## src/design/mcw_pkg.sv

```systemverilog
// Shared types and constants for the multi-channel watchdog.
// Holds the request and result beat structs, the register map and status codes.
// No dependencies.
package mcw_pkg;

  // Field widths fixed by the request and result formats.
  localparam int unsigned REQ_W    = 2;
  localparam int unsigned CH_W     = 4;
  localparam int unsigned PERIOD_W = 24;
  localparam int unsigned STATUS_W = 2;

  // APB register map: three 32-bit registers at byte offsets 0, 4 and 8.
  localparam int unsigned APB_AW = 4;
  localparam int unsigned APB_DW = 32;

  // Reset value of the sweep period, in ticks.
  localparam logic [PERIOD_W-1:0] RESET_PERIOD = 24'd1000;

  // Request codes.
  typedef enum logic [REQ_W-1:0] {
    REQ_REGISTER   = 2'd0,
    REQ_UNREGISTER = 2'd1,
    REQ_CHECKIN    = 2'd2,
    REQ_TICK       = 2'd3
  } req_e;

  // Result status codes.
  localparam logic [STATUS_W-1:0] STATUS_OK      = 2'd0;
  localparam logic [STATUS_W-1:0] STATUS_NOT_REG = 2'd1;
  localparam logic [STATUS_W-1:0] STATUS_UNRESP  = 2'd2;

  // Register indexes (word address).
  typedef enum logic [1:0] {
    REG_ENABLE      = 2'd0,
    REG_REPORT      = 2'd1,
    REG_INIT_PERIOD = 2'd2
  } reg_idx_e;

  // One request beat.
  typedef struct packed {
    logic [REQ_W-1:0]    req_type;
    logic [CH_W-1:0]     channel;
    logic [PERIOD_W-1:0] timeout_ticks;
  } in_t;

  // One result beat.
  typedef struct packed {
    logic [STATUS_W-1:0] status;
    logic [CH_W-1:0]     failed_channel;
    logic                last;
    logic                sticky_error;
    logic [PERIOD_W-1:0] sweep_period;
  } out_t;

  // Configuration seen by the controller.
  typedef struct packed {
    logic                enable;
    logic                report;
    logic                period_load;
    logic [PERIOD_W-1:0] period_value;
  } cfg_t;

endpackage

```

## src/design/mcw_ram.sv

```systemverilog
// Generic single-write, single-read synchronous RAM with a registered read.
// No dependencies.
module mcw_ram #(
  parameter int unsigned WIDTH = 32,
  parameter int unsigned DEPTH = 16,
  parameter int unsigned AW    = (DEPTH > 1) ? $clog2(DEPTH) : 1
) (
  input  logic             clk_i,
  input  logic             we_i,
  input  logic [AW-1:0]    waddr_i,
  input  logic [WIDTH-1:0] wdata_i,
  input  logic             re_i,
  input  logic [AW-1:0]    raddr_i,
  output logic [WIDTH-1:0] rdata_o
);

  logic [WIDTH-1:0] mem_q [DEPTH];
  logic [WIDTH-1:0] rdata_q;

  // Write port.
  always_ff @(posedge clk_i) begin
    if (we_i) begin
      mem_q[waddr_i] <= wdata_i;
    end
  end

  // Read port; data holds while no read is issued.
  always_ff @(posedge clk_i) begin
    if (re_i) begin
      rdata_q <= mem_q[raddr_i];
    end
  end

  assign rdata_o = rdata_q;

endmodule

```

## src/design/mcw_regs.sv

```systemverilog
// APB configuration registers of the watchdog: enable, report and initial period.
// Depends on mcw_pkg.
module mcw_regs (
  input  logic                       clk_i,
  input  logic                       rst_ni,
  input  logic                       psel,
  input  logic                       penable,
  input  logic                       pwrite,
  input  logic [mcw_pkg::APB_AW-1:0] paddr,
  input  logic [mcw_pkg::APB_DW-1:0] pwdata,
  output logic [mcw_pkg::APB_DW-1:0] prdata,
  output logic                       pready,
  output mcw_pkg::cfg_t              cfg_o
);
  import mcw_pkg::*;

  logic                enable_q, enable_d;
  logic                report_q, report_d;
  logic [PERIOD_W-1:0] init_q, init_d;
  logic                wr_en;
  reg_idx_e            idx;

  assign pready = 1'b1;
  assign wr_en  = psel && penable && pwrite;
  assign idx    = reg_idx_e'(paddr[3:2]);

  // Write decode.
  always_comb begin
    enable_d = enable_q;
    report_d = report_q;
    init_d   = init_q;
    if (wr_en) begin
      unique case (idx)
        REG_ENABLE:      enable_d = pwdata[0];
        REG_REPORT:      report_d = pwdata[0];
        REG_INIT_PERIOD: init_d   = pwdata[PERIOD_W-1:0];
        default: ;
      endcase
    end
  end

  // Read decode.
  always_comb begin
    prdata = '0;
    unique case (idx)
      REG_ENABLE:      prdata = {{(APB_DW-1){1'b0}}, enable_q};
      REG_REPORT:      prdata = {{(APB_DW-1){1'b0}}, report_q};
      REG_INIT_PERIOD: prdata = {{(APB_DW-PERIOD_W){1'b0}}, init_q};
      default:         prdata = '0;
    endcase
  end

  always_ff @(posedge clk_i or negedge rst_ni) begin
    if (!rst_ni) begin
      enable_q <= 1'b0;
      report_q <= 1'b1;
      init_q   <= RESET_PERIOD;
    end else begin
      enable_q <= enable_d;
      report_q <= report_d;
      init_q   <= init_d;
    end
  end

  // A write of the initial period also reloads the live sweep period.
  always_comb begin
    cfg_o.enable       = enable_q;
    cfg_o.report       = report_q;
    cfg_o.period_load  = wr_en && (idx == REG_INIT_PERIOD);
    cfg_o.period_value = pwdata[PERIOD_W-1:0];
  end

endmodule

```

## src/design/mcw_ctrl.sv

```systemverilog
// Request sequencer and sweep engine of the watchdog; holds the channel table
// in two RAMs (timeouts, check-in times). Depends on mcw_pkg and mcw_ram.
module mcw_ctrl #(
  parameter int unsigned NUM_CHANNELS = 16,
  parameter int unsigned TIME_WIDTH   = 32
) (
  input  logic          clk_i,
  input  logic          rst_ni,
  input  mcw_pkg::cfg_t cfg_i,
  input  logic          in_valid_i,
  output logic          in_ready_o,
  input  mcw_pkg::in_t  in_data_i,
  output logic          out_valid_o,
  input  logic          out_ready_i,
  output mcw_pkg::out_t out_data_o
);
  import mcw_pkg::*;

  localparam int unsigned AW    = (NUM_CHANNELS > 1) ? $clog2(NUM_CHANNELS) : 1;
  localparam int unsigned CNT_W = $clog2(NUM_CHANNELS + 1);
  localparam int unsigned CMP_W = (TIME_WIDTH > PERIOD_W) ? TIME_WIDTH : PERIOD_W;
  localparam logic [CNT_W-1:0] LAST_CNT = CNT_W'(NUM_CHANNELS);

  typedef enum logic [1:0] {
    ST_IDLE,
    ST_EXEC,
    ST_SWEEP
  } state_e;

  state_e                  state_q, state_d;
  in_t                     item_q, item_d;
  logic [TIME_WIDTH-1:0]   now_q, now_d;
  logic [PERIOD_W-1:0]     sleep_q, sleep_d;
  logic [PERIOD_W-1:0]     period_q, period_d;
  logic                    pending_q, pending_d;
  logic                    error_q, error_d;
  logic [NUM_CHANNELS-1:0] valid_q, valid_d;
  logic [CNT_W-1:0]        rd_cnt_q, rd_cnt_d;
  logic                    s1_valid_q, s1_valid_d;
  logic [AW-1:0]           s1_idx_q, s1_idx_d;
  logic                    pend_valid_q, pend_valid_d;
  logic [AW-1:0]           pend_idx_q, pend_idx_d;
  logic                    out_valid_q, out_valid_d;
  out_t                    out_q, out_d;

  // Table RAM ports.
  logic                    to_we, ck_we, rd_en;
  logic [AW-1:0]           wr_addr;
  logic [TIME_WIDTH-1:0]   ck_wdata;
  logic [PERIOD_W-1:0]     to_rdata;
  logic [TIME_WIDTH-1:0]   ck_rdata;

  // Helpers.
  logic                    out_free;
  logic                    ch_in_range;
  logic [AW-1:0]           ch_addr;
  logic [TIME_WIDTH-1:0]   now_inc;
  logic [PERIOD_W-1:0]     sleep_inc;
  logic [TIME_WIDTH-1:0]   elapsed;
  logic                    fail;
  logic                    stall;
  logic                    emit;
  logic [STATUS_W-1:0]     emit_status;
  logic [CH_W-1:0]         emit_ch;
  logic                    emit_last;

  assign out_free    = !out_valid_q || out_ready_i;
  assign ch_in_range = 32'(item_q.channel) < NUM_CHANNELS;
  assign ch_addr     = AW'(item_q.channel);
  assign now_inc     = now_q + 1'b1;
  assign sleep_inc   = (sleep_q != '1) ? sleep_q + 1'b1 : sleep_q;

  // Sweep evaluation of the entry whose RAM data arrived this cycle.
  assign elapsed = now_q - ck_rdata;
  assign fail    = s1_valid_q && valid_q[s1_idx_q] &&
                   (CMP_W'(elapsed) > CMP_W'(to_rdata));
  // A second failure cannot be taken until the held one has gone out.
  assign stall   = fail && cfg_i.report && pend_valid_q && !out_free;

  mcw_ram #(
    .WIDTH (PERIOD_W),
    .DEPTH (NUM_CHANNELS)
  ) u_timeout_ram (
    .clk_i   (clk_i),
    .we_i    (to_we),
    .waddr_i (wr_addr),
    .wdata_i (item_q.timeout_ticks),
    .re_i    (rd_en),
    .raddr_i (rd_cnt_q[AW-1:0]),
    .rdata_o (to_rdata)
  );

  mcw_ram #(
    .WIDTH (TIME_WIDTH),
    .DEPTH (NUM_CHANNELS)
  ) u_checkin_ram (
    .clk_i   (clk_i),
    .we_i    (ck_we),
    .waddr_i (wr_addr),
    .wdata_i (ck_wdata),
    .re_i    (rd_en),
    .raddr_i (rd_cnt_q[AW-1:0]),
    .rdata_o (ck_rdata)
  );

  assign wr_addr  = ch_addr;
  assign ck_wdata = now_q;

  // Next-state logic. Writes happen only in ST_EXEC and reads only in ST_SWEEP,
  // so table accesses never overlap.
  always_comb begin
    state_d      = state_q;
    item_d       = item_q;
    now_d        = now_q;
    sleep_d      = sleep_q;
    period_d     = period_q;
    pending_d    = pending_q;
    error_d      = error_q;
    valid_d      = valid_q;
    rd_cnt_d     = rd_cnt_q;
    s1_valid_d   = s1_valid_q;
    s1_idx_d     = s1_idx_q;
    pend_valid_d = pend_valid_q;
    pend_idx_d   = pend_idx_q;
    out_valid_d  = out_valid_q && !out_ready_i;
    out_d        = out_q;
    to_we        = 1'b0;
    ck_we        = 1'b0;
    rd_en        = 1'b0;
    emit         = 1'b0;
    emit_status  = STATUS_OK;
    emit_ch      = '0;
    emit_last    = 1'b1;

    unique case (state_q)
      ST_IDLE: begin
        if (in_valid_i) begin
          item_d  = in_data_i;
          state_d = ST_EXEC;
        end
      end

      ST_EXEC: begin
        if (out_free) begin
          state_d = ST_IDLE;
          emit    = 1'b1;
          emit_ch = item_q.channel;
          unique case (req_e'(item_q.req_type))
            REQ_REGISTER: begin
              if (ch_in_range) begin
                if (!valid_q[ch_addr]) begin
                  valid_d[ch_addr] = 1'b1;
                  to_we            = 1'b1;
                  ck_we            = 1'b1;
                end
                if (item_q.timeout_ticks < period_q) begin
                  period_d = item_q.timeout_ticks;
                end
                pending_d = 1'b1;
              end
            end
            REQ_UNREGISTER: begin
              if (ch_in_range) begin
                valid_d[ch_addr] = 1'b0;
              end
            end
            REQ_CHECKIN: begin
              if (ch_in_range && valid_q[ch_addr]) begin
                ck_we = 1'b1;
              end else begin
                emit_status = STATUS_NOT_REG;
              end
            end
            REQ_TICK: begin
              now_d   = now_inc;
              emit_ch = '0;
              if (cfg_i.enable) begin
                sleep_d = sleep_inc;
                if (pending_q || (sleep_inc >= period_q)) begin
                  // Start a sweep; its results come from ST_SWEEP.
                  pending_d    = 1'b0;
                  sleep_d      = '0;
                  rd_cnt_d     = '0;
                  s1_valid_d   = 1'b0;
                  pend_valid_d = 1'b0;
                  emit         = 1'b0;
                  state_d      = ST_SWEEP;
                end
              end
            end
            default: ;
          endcase
        end
      end

      ST_SWEEP: begin
        if (!stall) begin
          // Take the result of the entry in the check stage.
          if (fail) begin
            if (cfg_i.report) begin
              if (pend_valid_q) begin
                emit        = 1'b1;
                emit_status = STATUS_UNRESP;
                emit_ch     = CH_W'(pend_idx_q);
                emit_last   = 1'b0;
              end
              pend_valid_d = 1'b1;
              pend_idx_d   = s1_idx_q;
            end else begin
              error_d = 1'b1;
            end
          end
          // Issue the next table read.
          if (rd_cnt_q < LAST_CNT) begin
            rd_en      = 1'b1;
            s1_valid_d = 1'b1;
            s1_idx_d   = rd_cnt_q[AW-1:0];
            rd_cnt_d   = rd_cnt_q + 1'b1;
          end else begin
            s1_valid_d = 1'b0;
          end
          // All entries checked: send the held failure or a clean result.
          if (!(rd_cnt_q < LAST_CNT) && !s1_valid_q && out_free) begin
            emit    = 1'b1;
            state_d = ST_IDLE;
            if (pend_valid_q) begin
              emit_status = STATUS_UNRESP;
              emit_ch     = CH_W'(pend_idx_q);
            end
          end
        end
      end

      default: state_d = ST_IDLE;
    endcase

    // The user must make configuration writes only while idle; the block itself does not enforce this.
    if (cfg_i.period_load) begin
      period_d = cfg_i.period_value;
    end

    // Load the result register.
    if (emit) begin
      out_valid_d          = 1'b1;
      out_d.status         = emit_status;
      out_d.failed_channel = emit_ch;
      out_d.last           = emit_last;
      out_d.sticky_error   = error_d;
      out_d.sweep_period   = period_d;
    end
  end

  always_ff @(posedge clk_i or negedge rst_ni) begin
    if (!rst_ni) begin
      state_q      <= ST_IDLE;
      item_q       <= '0;
      now_q        <= '0;
      sleep_q      <= '0;
      period_q     <= RESET_PERIOD;
      pending_q    <= 1'b0;
      error_q      <= 1'b0;
      valid_q      <= '0;
      rd_cnt_q     <= '0;
      s1_valid_q   <= 1'b0;
      s1_idx_q     <= '0;
      pend_valid_q <= 1'b0;
      pend_idx_q   <= '0;
      out_valid_q  <= 1'b0;
      out_q        <= '0;
    end else begin
      state_q      <= state_d;
      item_q       <= item_d;
      now_q        <= now_d;
      sleep_q      <= sleep_d;
      period_q     <= period_d;
      pending_q    <= pending_d;
      error_q      <= error_d;
      valid_q      <= valid_d;
      rd_cnt_q     <= rd_cnt_d;
      s1_valid_q   <= s1_valid_d;
      s1_idx_q     <= s1_idx_d;
      pend_valid_q <= pend_valid_d;
      pend_idx_q   <= pend_idx_d;
      out_valid_q  <= out_valid_d;
      out_q        <= out_d;
    end
  end

  assign in_ready_o  = (state_q == ST_IDLE);
  assign out_valid_o = out_valid_q;
  assign out_data_o  = out_q;

endmodule

```

## src/design/multi_channel_watchdog.sv

```systemverilog
// Multi-channel watchdog. An accepted request beat is registered; its result beat
// is loaded into the result register once the result side is free. Requests are
// taken one at a time: no new request is accepted until the last one is done. A
// tick that sweeps reads the table one channel per cycle unless a report stalls.
// Reset: asynchronous, clears valid marks and counters; no clearing pass is run.
// Depends on mcw_pkg, mcw_regs, mcw_ctrl and mcw_ram.
module multi_channel_watchdog #(
  parameter int unsigned NUM_CHANNELS = 16,
  parameter int unsigned TIME_WIDTH   = 32
) (
  input  logic                       clk_i,
  input  logic                       rst_ni,
  input  logic                       in_valid_i,
  output logic                       in_ready_o,
  input  mcw_pkg::in_t               in_data_i,
  output logic                       out_valid_o,
  input  logic                       out_ready_i,
  output mcw_pkg::out_t              out_data_o,
  input  logic                       psel,
  input  logic                       penable,
  input  logic                       pwrite,
  input  logic [mcw_pkg::APB_AW-1:0] paddr,
  input  logic [mcw_pkg::APB_DW-1:0] pwdata,
  output logic [mcw_pkg::APB_DW-1:0] prdata,
  output logic                       pready
);
  import mcw_pkg::*;

  cfg_t cfg;

  mcw_regs u_regs (
    .clk_i   (clk_i),
    .rst_ni  (rst_ni),
    .psel    (psel),
    .penable (penable),
    .pwrite  (pwrite),
    .paddr   (paddr),
    .pwdata  (pwdata),
    .prdata  (prdata),
    .pready  (pready),
    .cfg_o   (cfg)
  );

  mcw_ctrl #(
    .NUM_CHANNELS (NUM_CHANNELS),
    .TIME_WIDTH   (TIME_WIDTH)
  ) u_ctrl (
    .clk_i       (clk_i),
    .rst_ni      (rst_ni),
    .cfg_i       (cfg),
    .in_valid_i  (in_valid_i),
    .in_ready_o  (in_ready_o),
    .in_data_i   (in_data_i),
    .out_valid_o (out_valid_o),
    .out_ready_i (out_ready_i),
    .out_data_o  (out_data_o)
  );

endmodule

```

## config.mk

```make
export PLATFORM = sky130hd
export DESIGN_NAME = multi_channel_watchdog
export DESIGN_NICKNAME = d
export VERILOG_FILES = /design/src/design/mcw_pkg.sv /design/src/design/mcw_ram.sv /design/src/design/mcw_regs.sv /design/src/design/mcw_ctrl.sv /design/src/design/multi_channel_watchdog.sv
export SDC_FILE = /design/constraint.sdc
export NUM_CORES = 1
export LEC_CHECK = 0
export BUFFER_PORTS_ARGS = -buffer_cell sky130_fd_sc_hd__clkbuf_2
export CORE_MARGIN = 5
export CORE_UTILIZATION = 40
export DETAILED_ROUTE_END_ITERATION = 7
export SLEW_MARGIN = 20
export SYNTH_ARGS = -nofsm -noshare
export SYNTH_HDL_FRONTEND = slang
export SYNTH_SLANG_ARGS = --single-unit
export TNS_END_PERCENT = 5
```

## constraint.sdc

```tcl
create_clock -name clk_i -period 6.54 [get_ports clk_i]
set_input_delay 0.654 -clock clk_i [delete_from_list [all_inputs] [get_ports clk_i]]
set_output_delay 0.654 -clock clk_i [all_outputs]
set_load 0.005 [all_outputs]
```

Word-level counts from Yosys, hierarchy flattened
Memory sizes are Yosys's and may differ from the RTL's. A register that Yosys moved wholly into a read port is not among the register bits.
Index checks and enable logic that the tools add are counted.
{"block": "totals", "ff_bits": 204, "ram_bits": 896, "input_bits": 73, "output_inout_bits": 67, "wordCells": 197, "mem_count": 2}
{"name": "u_ctrl.u_checkin_ram.mem_q", "words": 16, "width": 32, "read_ports": 1, "rd_ports_with_merged_regs": 1, "write_ports": 1, "line_no": "mcw_ram.sv:17", "rtl": "logic [WIDTH-1:0] mem_q [DEPTH];"}
{"name": "u_ctrl.u_timeout_ram.mem_q", "words": 16, "width": 24, "read_ports": 1, "rd_ports_with_merged_regs": 1, "write_ports": 1, "line_no": "mcw_ram.sv:17"}
{"block": "op_classes", "addsub": 4, "n_lt_le_gt_ge": 7, "n_eq_ne": 21, "muxes": 96, "bitwise": 4, "n_reduce_logical": 39}
{"op": "$mux W24", "count": 7}
{"op": "$pmux W24 S3", "count": 1}
{"op": "$mux W1", "count": 45}
{"op": "$add A32 B1 Y32 const B", "count": 1}
{"op": "$gt A32 B24 Y1", "count": 1}
{"op": "$mux W4", "count": 8}
{"op": "$pmux W16 S2", "count": 1}
{"op": "$sub A32 B32 Y32", "count": 1}
{"op": "$mux W2", "count": 15}
{"op": "$mux W5", "count": 6}
{"op": "$add A24 B1 Y24 const B", "count": 1}
{"op": "$ge A24 B24 Y1", "count": 1}
{"op": "$lt A24 B24 Y1", "count": 1}
{"op": "$ne A24 B24 Y1 const B", "count": 1}
{"op": "$and A16 B16 Y16", "count": 1}
{"op": "$mux W16", "count": 1}
{"op": "$not A16 Y16", "count": 1}
{"op": "$or A16 B16 Y16", "count": 1}
{"op": "$reduce_and A4 Y1", "count": 4}
{"op": "$ne A2 B1 Y1 const B", "count": 7}
{"op": "$logic_and A1 B1 Y1", "count": 12}
{"op": "$ne A2 B2 Y1 const B", "count": 6}
{"op": "$lt A4 B5 Y1 const B", "count": 2}
{"op": "$pmux W1 S2", "count": 5}
{"op": "22 further kinds", "count": 41}

Depth between registers and ports, before layout
Gate-level depths: netlist (run 1).
{"block": "depth", "depth_word": 10, "depth_mapped": 25, "ltp_nobuf": 23}

Hierarchy
From an unflattened synthesis (run 1), not the netlist that was laid out.
{"block": "hier_totals", "hier_cells": 2829, "area_unflattened_um2": 49067.1}
{"mod": "mcw_ram (u_ctrl.u_checkin_ram)", "n_inst": 1, "cells_per_inst": 838, "area_each_um2": 20155.6, "seq_area_each_um2": 16335.7}
{"mod": "mcw_ram (u_ctrl.u_timeout_ram)", "n_inst": 1, "cells_per_inst": 636, "area_each_um2": 15170.8, "seq_area_each_um2": 12251.8}
{"mod": "mcw_ctrl", "n_inst": 1, "cells_per_inst": 1231, "area_each_um2": 12278.0, "seq_area_each_um2": 4461.8}
{"mod": "mcw_regs", "n_inst": 1, "cells_per_inst": 124, "area_each_um2": 1462.7, "seq_area_each_um2": 659.4}

Worst setup path before layout (run 1)
OpenSTA, ideal clock, no wires.
{"block": "synth_timing", "path_kind": "reg-to-reg", "from": "register u_ctrl.now_q[0], in the netlist u_ctrl.ck_wdata[0]", "to": "register u_ctrl.s1_idx_q[0]", "setup_ns": 0.125, "arrival_ns": 6.850, "required_time_ns": 6.415, "path_slack_ns": -0.435, "stages_incl_launch_ff": 23, "path_buffers": 1, "synth_period_minus_slack_ns": 6.975, "path_cell_list": "dfrtp_1 > inv_1 > ha_1 > inv_1 > fa_1 > a211oi_1 > o21ai_1 > a21boi_1 > o31a_1 > o21ai_1 > xor2_1 > ha_1 > a21o_1 > a21o_1 > a211oi_1 > o21ai_0 > a32o_1 > nor4b_1 > and4_1 > buf_4 > nor2_1 > nor3_2 > mux2_2"}
{"block": "synth_via", "elab_chain_len": 8}
{"element": "start: declaration", "line_no": "mcw_ctrl.sv:32", "rtl": "logic [TIME_WIDTH-1:0] now_q, now_d;"}
{"element": "start signal: assignment", "line_no": "mcw_ctrl.sv:273", "rtl": "now_q <= now_d;"}
{"element": "$sub A32 B32 Y32", "line_no": "mcw_ctrl.sv:74", "rtl": "assign elapsed = now_q - ck_rdata;"}
{"element": "$gt A32 B24 Y1", "line_no": "mcw_ctrl.sv:76", "rtl": "(CMP_W'(elapsed) > CMP_W'(to_rdata));"}
{"element": "$logic_and A1 B1 Y1", "line_no": "mcw_ctrl.sv:75", "rtl": "assign fail = s1_valid_q && valid_q[s1_idx_q] &&"}
{"element": "$logic_and A1 B1 Y1 (3 in series)", "line_no": "mcw_ctrl.sv:78", "rtl": "assign stall = fail && cfg_i.report && pend_valid_q && !out_free;"}
{"element": "$not A1 Y1 (no line)"}
{"element": "$reduce_and A3 Y1 (no line)"}
{"element": "end signal: assignment", "line_no": "mcw_ctrl.sv:281", "rtl": "s1_idx_q <= s1_idx_d;"}
{"element": "end: declaration", "line_no": "mcw_ctrl.sv:40", "rtl": "logic [AW-1:0] s1_idx_q, s1_idx_d;"}
No other way between the ends.
A chain may end at the register's enable or synchronous reset.

Worst setup path after layout (run 1)
{"block": "layout_timing", "from": "register u_ctrl.now_q[7], in the netlist u_ctrl.ck_wdata[7]", "to": "register u_ctrl.u_checkin_ram.rdata_q[5], in the netlist u_ctrl.u_checkin_ram.rdata_o[5], read port of u_ctrl.u_checkin_ram.mem_q (enable)"}
{"block": "layout_via", "elab_chain_len": 8}
{"element": "$sub A32 B32 Y32", "line_no": "mcw_ctrl.sv:74"}
{"element": "$gt A32 B24 Y1", "line_no": "mcw_ctrl.sv:76"}
{"element": "$logic_and A1 B1 Y1", "line_no": "mcw_ctrl.sv:75"}
{"element": "$logic_and A1 B1 Y1 (3 in series)", "line_no": "mcw_ctrl.sv:78"}
{"element": "$mux W1", "line_no": "mcw_ctrl.sv:197", "rtl": "if (!stall) begin"}
{"element": "$mux W1", "line_no": "mcw_ctrl.sv:135", "rtl": "unique case (state_q)"}
{"element": "net u_ctrl.rd_en", "line_no": "mcw_ctrl.sv:47", "rtl": "logic to_we, ck_we, rd_en;"}
{"element": "end: declaration", "line_no": "mcw_ram.sv:18", "rtl": "logic [WIDTH-1:0] rdata_q;"}
The timed path passes the listed nets, and every way through them passes these cells.

==> metrics.cfg, run 1 <==
[grt]
first_global_vias = 26700
grt-ovfl-total = 0
grt_usage_pct = 17.5
grt_max_degree = 141
antenna_found_initial = 2
grt_pass1_wl_um = 168000

[die]
start_util_pct = 40.4
die_w_um = 358
die_height_um = 358
std_cell_rows = 127
core_um2 = 120000
dieArea_um2 = 128000
ios = 140

[placed_design]
pre_cts_slack_ns = 0.640
place_hpwl_um = 66300
placed_area_um2 = 51300
portBuffers = 120
place.gp.congestion = 0.875
dp_cells = 4360

[synthesis]
synth_xor_area_share_pct = 1.43
synthMuxAreaShare_pct = 16.4
synth_fa_ha_area_share_pct = 2.83
synth_compound_area_share_pct = 3.86
syn_inst = 2694
synth-async-reset-ratio_pct = 17.6
syn_area_per_cell_um2 = 18.0
synth_ff_type = edfxtp_1
synth_top_family_by_area = multiplexers
synth_area_um2 = 48500
ys_seq_area_share_pct = 69.5
synth_cell_type_count = 71
synth_edf_count = 952
synth-simple-area-share_pct = 4.15
yosysWarnings = 0
ys_seq_elements = 1156

[worst_setup_path]
r2r_slack_ns = 0.62
cp-end-kind = flop
worstPathArrival_ns = 6.27
r2r_cells = 20
cp.required_ns = 6.89
start_kind = flop
crit_type = reg -> reg
rr_endpoint = u_ctrl.u_checkin_ram.rdata_o[5]
crit_path_max_fanout = 56
r2r-start = u_ctrl.ck_wdata[7]

[final_layout]
design_area_um2 = 55100
nNetsFinal = 3045
final_cells = 4576
synthToLayoutAreaGrowth_pct = 13.7
fill_cells = 10200
drive_gt1_share_pct = 26.3

[detailed_routing]
dr.pass1.iters = 5
wl_per_cell_um = 24.4
drt_iter0_markers = 2219
vias_per_cell = 5.52
num_vias = 25200
finalWirelength_um = 112000
drc = 0
ant_nets = 0

[cts]
clockBufferDepth = 3
cts_tree = yes
root_buffer = clkbuf_16
cts_hold_buffers = 0
htree_num_levels = 3
clk_latency_ns = 0.69
path_clk_slew_ns = 0.06
cts-resized-gates = 0
clock-sinks = 1156
postCtsSetupBuffers = 0
cts_buffers = 113

[power]
p_per_area_nw_per_um2 = 337
leakage_nw = 20.1
peakVddDrop_v = 0.000263

[timing]
tightest_slew_ns = 1.04
slew_headroom_pct = 30.8
hold_viol = 0
slew_viol_final = 0
fin_crit_ns = 5.92
fin_ws_ns = 0.615
finalCritPeriodShare_pct = 90.6
rsz0062_at_grt = false
tns_ns = 0
fmax_mhz = 169
setup_violations = 0
finClkSkew_ns = 0.0311

[hold_path]
min_path_type = in -> async

[outcome]
outcome = finished, final reports clean

[run]
max-cap-violations = 0

sequential cells by signal (all words and copies together), names as in the netlist, 2 cells and up, named ones only:
signal	cells
u_ctrl.state_q	2
u_ctrl.pend_idx_q	4
u_ctrl.s1_idx_q	4
u_ctrl.u_checkin_ram.mem_q	512
u_ctrl.period_q	24
u_ctrl.u_timeout_ram.rdata_o	24
u_ctrl.ch_addr	4
u_ctrl.u_timeout_ram.mem_q	384
u_ctrl.u_checkin_ram.rdata_o	32
u_regs.init_q	24
u_ctrl.sleep_q	24
u_ctrl.out_data_o	32
u_ctrl.ck_wdata	32
u_ctrl.rd_cnt_q	5
u_ctrl.item_q	26
cell type report:
type	instances	area [um^2]	area share [%]
flip-flops and latches	1156	33700	61.2
multi-input cells	1321	14100	25.6
clock buffers	150	3190	5.79
well taps	1612	2020	3.66
repair buffers	178	1110	2.01
clock inverters	65	648	1.18
inverters	93	349	0.633
diodes	1	2.50	0.00454
cell usage after synthesis (4+ instances only):
cell	count	area (um^2)
a41oi_1	4	35.0
clkbuf_1	91	342
nand4_1	34	213
o21ai_1	5	25.0
and3_1	18	113
mux2_2	67	754
dfstp_2	13	342
nand3b_1	4	30.0
buf_1	21	78.8
nand2b_1	10	62.6
o21bai_1	7	52.6
nand2_1	112	420
o211ai_1	5	37.5
nor3_1	16	80.1
mux2i_1	31	310
o21a_1	12	90.1
inv_1	93	349
a211oi_1	9	67.6
or3_1	4	25.0
xor2_1	27	236
xnor2_1	52	455
a21o_1	33	248
o21ai_0	74	370
nand3_1	42	210
a21oi_1	82	410
ha_1	108	1350
and4_1	8	70.1
dfrtp_1	191	4780
edfxtp_1	952	28600
a211o_1	4	35.0
o31ai_1	16	120
and2_1	31	194
a32o_1	5	50.1
mux2_1	30	338
buf_2	6	30.0
nor2_1	112	420
nor2b_1	12	75.1
mux4_2	290	6530
buf_4	10	75.1
cells in the final DEF (no fill, tap or decap), drive strengths merged, types with 5 or more instances in the layout:
master / n
mux2i: 31
clkinvlp: 5
ha: 108
clkinv: 44
a21o: 33
a32o: 5
bufinv: 12
a211oi: 9
nor2: 113
dfrtp: 191
conb: 9
clkbuf: 269
nand2: 112
buf: 59
xor2: 27
nor2b: 12
and2: 31
nand4: 34
and3: 18
mux2: 97
o211ai: 5
nor3: 17
edfxtp: 952
o21a: 12
inv: 97
o21ai: 79
o31ai: 16
xnor2: 52
o21bai: 7
a21oi: 84
nand2b: 10
a41oi: 5
mux4: 290
nand3: 42
dfstp: 13
and4: 8
per-stage QoR:
step	total power, mW	util, %	hold slack [ns]
after floorplan	11.0	-	0.358
after global placement	11.9	42.7	0.479
after detailed placement	12.1	42.7	0.477
after CTS	18.7	45.9	0.0716
after global routing	19.4	45.9	0.110
final	18.6	45.9	0.0176
layer usage:
layer	track usage, %	up-vias	share of wire, %
met5	0	-	0.012
met1	24.6	13300	43
met4	4.99	2	2.4
met2	28.2	791	48
li1	-	11000	-
met3	3.08	155	6.3
where the power goes:
| part | switching, mW | total (mW) | internal (mW) |
|---|---|---|---|
| sequential | 0.798 | 9.71 | 8.92 |
| clock | 2.74 | 6.64 | 3.90 |
| combinational | 1.30 | 2.23 | 0.936 |
| total | 4.83 | 18.6 | 13.8 |
worst max-delay path by stage:
stage	end	startpoint	cells after the start	slack, ns
2_1_floorplan	u_ctrl.s1_idx_q[0]	u_ctrl.ck_wdata[0]	22	0.46
3_5_place_dp	u_ctrl.u_checkin_ram.rdata_o[13]	u_ctrl.ck_wdata[8]	20	0.64
5_1_grt	u_ctrl.u_checkin_ram.rdata_o[8]	u_ctrl.ck_wdata[7]	20	0.18
6_report	u_ctrl.u_checkin_ram.rdata_o[5]	u_ctrl.ck_wdata[7]	20	0.62
4_1_cts	u_ctrl.u_checkin_ram.rdata_o[13]	u_ctrl.ck_wdata[8]	20	0.61
3_3_place_gp	u_ctrl.u_timeout_ram.rdata_o[8]	u_ctrl.ck_wdata[0]	21	0.66
cell families after synthesis:
group	count (synthesis)
buf+inv	224
fa+ha+maj	109
mux	418
flops	1156
other cells	2
simple gates	416
xor+xnor	79
compound gates	290
critical path: stages (launching register included):
cell and delay [ns]:
dfrtp_1 0.59, ha_1 0.52, and3_1 0.23, nand4_1 0.12, a21oi_2 0.21, nor3b_2 0.11, o21a_1 0.22, o21ai_0 0.26
a21boi_0 0.18, xnor2_1 0.17, ha_1 0.34, a21oi_1 0.16, a21oi_1 0.09, a211oi_1 0.27, o21ai_0 0.15, a32o_1 0.27
nor4b_1 0.26, and4_1 0.55, nor2_1 0.15, nor3_4 0.30, buf_12 0.36
(Power assumes the default switching activity.)
==> run 2, diff against run 1 <==
--- a/config.mk
+++ b/config.mk
@@ -9,6 +9,7 @@
 export CORE_MARGIN = 5
 export CORE_UTILIZATION = 40
 export DETAILED_ROUTE_END_ITERATION = 7
+export REMOVE_ABC_BUFFERS = 1
 export SLEW_MARGIN = 20
 export SYNTH_ARGS = -nofsm -noshare
 export SYNTH_HDL_FRONTEND = slang
==> metrics.cfg, run 2 (synthesis results as in run 1) <==
[final_layout]
top_register = u_ctrl.u_checkin_ram.mem_q  ; unchanged
synthToLayoutAreaGrowth_pct = 13.1  ; was 13.7%
final_cell_mix = edfxtp_1, mux4_2, dfrtp_1, clkbuf_2, clkbuf_16  ; unchanged
nNetsFinal = 3054  ; was 3045
drive_gt1_share_pct = 25.8  ; was 26.3%
reg.largest.list = u_ctrl.u_checkin_ram.mem_q: 512 flops, u_ctrl.u_timeout_ram.mem_q: 384 flops  ; unchanged
design_area_um2 = 54900  ; was 55100 um^2
n_antenna_cell = 0  ; was 1
final_cells = 4579  ; was 4576
largest_register_ffs = 512  ; unchanged
final_common_cell = edfxtp_1  ; unchanged

[detailed_routing]
dr.pass1.iters = 5  ; unchanged
ant_nets = 0  ; unchanged
drc = 0  ; unchanged
drt_iter0_markers = 2221  ; was 2219
num_vias = 25500  ; was 25200
vias_per_cell = 5.57  ; was 5.52
wl_per_cell_um = 24.8  ; was 24.4 um
finalWirelength_um = 113000  ; was 112000 um

[die]
std_cell_rows = 127  ; unchanged
core_um2 = 120000  ; unchanged
ios = 140  ; unchanged
die_height_um = 358  ; unchanged
dieArea_um2 = 128000  ; unchanged
die_w_um = 358  ; unchanged
start_util_pct = 40.4  ; unchanged

[timing]
finClkSkew_ns = 0.0289  ; was 0.0311 ns
finalCritPeriodShare_pct = 91.0  ; was 90.6%
setup_violations = 0  ; unchanged
whs_ns = 0.176  ; was 0.0176 ns
slew_headroom_pct = 21.2  ; was 30.8%
fin_ws_ns = 0.590  ; was 0.615 ns
fmax_mhz = 168  ; was 169 MHz
slew_viol_final = 0  ; unchanged
hold_viol = 0  ; unchanged
tightest_slew_ns = 1.17  ; was 1.04 ns
fin_crit_ns = 5.95  ; was 5.92 ns
rsz0062_at_grt = false  ; unchanged

[outcome]
outcome = finished, final reports clean  ; unchanged

[cts]
clock-sinks = 1156  ; unchanged
root_buffer = clkbuf_16  ; unchanged
htree_num_levels = 3  ; unchanged
cts_buffers = 114  ; was 113
path_clk_slew_ns = 0.06  ; about the same
cts-resized-gates = 0  ; unchanged
cts_tree = yes  ; unchanged
clk_latency_ns = 0.71  ; was 0.69 ns
clockBufferDepth = 3  ; unchanged

[worst_setup_path]
max_stage_delay_ns = 0.58  ; was 0.59 ns
crit_family = compound AO/OA/AOI/OAI gates  ; unchanged
r2r_slack_ns = 0.59  ; was 0.62 ns
r2r-start = u_ctrl.ck_wdata[7]  ; unchanged
r2r_cells = 22  ; was 20
critPathBufInv = 2  ; was 1
worstPathArrival_ns = 6.53  ; was 6.27 ns
crit_path_max_fanout = 60  ; was 56
start_kind = flop  ; unchanged
cp.required_ns = 7.12  ; was 6.89 ns
rr_endpoint = u_ctrl.s1_idx_q[1]  ; was u_ctrl.u_checkin_ram.rdata_o[5]
crit_type = reg -> reg  ; unchanged
slowest_stage = dfrtp_1  ; unchanged
cp_cell_sequence = ha_1 > and3_1 > nand4_1 > a21oi_2 > nor3b_2 > o21a_1 > o21ai_0 > a21boi_0 > xnor2_1 > ha_1 > a21oi_1 > a21oi_1 > a211oi_1 > o21ai_0 > a32o_1 > nor4b_1 > and4_1 > buf_4 > nor2_1 > nor3_4 > buf_12 > mux2_2  ; was ha_1 > and3_1 > nand4_1 > a21oi_2 > nor3b_2 > o21a_1 > o21ai_0 > a21boi_0 > xnor2_1 > ha_1 > a21oi_1 > a21oi_1 > a211oi_1 > o21ai_0 > a32o_1 > nor4b_1 > and4_1 > nor2_1 > nor3_4 > buf_12
cp-end-kind = flop  ; unchanged

[grt]
grt_usage_pct = 17.8  ; was 17.5%
grt_pass1_wl_um = 171000  ; was 168000 um
grt_max_degree = 129  ; was 141
antenna_found_initial = 2  ; unchanged
grt-ovfl-total = 0  ; unchanged
first_global_vias = 27000  ; was 26700

[hold_path]
hp-start = in_data_i[23]
hold-path-endpoint = u_ctrl.item_q[23]
min_path_type = in -> reg  ; was in -> async
holdPathStages = 2

[power]
p_seq_share_pct = 53.6  ; was 52.3%
leakage_nw = 19.9  ; was 20.1 nW
switchingPower_mw = 4.88  ; was 4.83 mW
p_sw_share_pct = 27.0  ; was 26.0%
p_int_mw = 13.2  ; was 13.8 mW
p_per_area_nw_per_um2 = 330  ; was 337 nW/um^2
combPwrFrac_pct = 12.6  ; was 12.0%
power.total_mw = 18.1  ; was 18.6 mW
peakVddDrop_v = 0.000235  ; was 0.000263 V
power.share.clock_pct = 33.8  ; was 35.7%

[placed_design]
portBuffers = 120  ; unchanged
dp_cells = 4367  ; was 4360
pre_cts_slack_ns = 0.626  ; was 0.640 ns
place.gp.congestion = 0.905  ; was 0.875
placed_area_um2 = 51400  ; was 51300 um^2
place_hpwl_um = 67200  ; was 66300 um

[run]
max-cap-violations = 0  ; unchanged

## run 2: cell count changes in the layout (fill, tap and decap cells not counted), sizes merged
| cell | change |
|---|---|
| bufinv | -10 |
| clkinvlp | +5 |
| inv | -1 |
| dlygate4sd3 | +1 |
| clkbuf | -1 |
| buf | +7 |
| clkinv | +3 |
| diode | -1 |
## run 2: metrics by stage
step	utilization (%)	TNS, ns
2_1_floorplan	-	-230.84
3_3_place_gp	42.8	0
3_5_place_dp	42.8	0
4_1_cts	45.7	0
5_1_grt	45.7	0
6_report	45.7	0
## run 2: repair_timing
| item | 4_1_cts | 5_1_grt |
|---|---|---|
| hold buffers | 1 | 0 |
| setup buffers | 0 | 0 |
| endpoints found under the hold margin | 72 | 0 |
## run 2: layer usage
| layer | track usage (%) | vias to the layer above | wire [um] |
|---|---|---|---|
| met5 | 0 | - | 0 |
| met4 | 4.82 | 0 | 2810 |
| met3 | 2.44 | 170 | 5800 |
| met2 | 30.3 | 794 | 57200 |
| met1 | 24.1 | 13500 | 47700 |
| li1 | - | 11000 | - |
## run 2: layout make-up
class	instances	area [um^2]
clock buffers	149	3020
clock inverters	62	460
fillers	10300	65300
inverters	93	349
multi-input cells	1321	14100
flip-flops and latches	1156	33700
well taps	1612	2020
repair buffers	186	1180
## run 2: worst reg2reg max path, cell delays in order (launching register included)
cell and delay (ns):
dfrtp_1 0.58, ha_1 0.51, and3_1 0.22, nand4_1 0.12, a21oi_2 0.23, nor3b_2 0.13, o21a_1 0.23, o21ai_0 0.28
a21boi_0 0.17, xnor2_1 0.16, ha_1 0.33, a21oi_1 0.15, a21oi_1 0.08, a211oi_1 0.30, o21ai_0 0.16, a32o_1 0.29
nor4b_1 0.23, and4_1 0.45, buf_4 0.23, nor2_1 0.07, nor3_4 0.15, buf_12 0.34, mux2_2 0.42
## run 2: how the worst max path moves through the flow
| stage | from | to | slack [ns] | cells past startpoint |
|---|---|---|---|---|
| after floorplan | u_ctrl.rd_cnt_q[0] | u_ctrl.u_checkin_ram.rdata_o[0] | -3.46 | 2 |
| after global placement | u_ctrl.ck_wdata[7] | u_ctrl.s1_idx_q[2] | 0.62 | 22 |
| after detailed placement | u_ctrl.ck_wdata[7] | u_ctrl.s1_idx_q[2] | 0.63 | 22 |
| after CTS | u_ctrl.ck_wdata[7] | u_ctrl.s1_idx_q[3] | 0.60 | 22 |
| after global routing | u_ctrl.ck_wdata[7] | u_ctrl.s1_idx_q[2] | 0.11 | 22 |
| final | u_ctrl.ck_wdata[7] | u_ctrl.s1_idx_q[1] | 0.59 | 22 |
## run 2: power by group through the flow
stage,combinational [mW],sequential (mW),clock [mW]
after global routing,2.52,9.79,6.56
after detailed placement,2.30,9.85,0
after floorplan,1.41,9.53,0
after global placement,2.22,9.78,0
after CTS,2.31,9.70,6.25
final,2.28,9.70,6.11
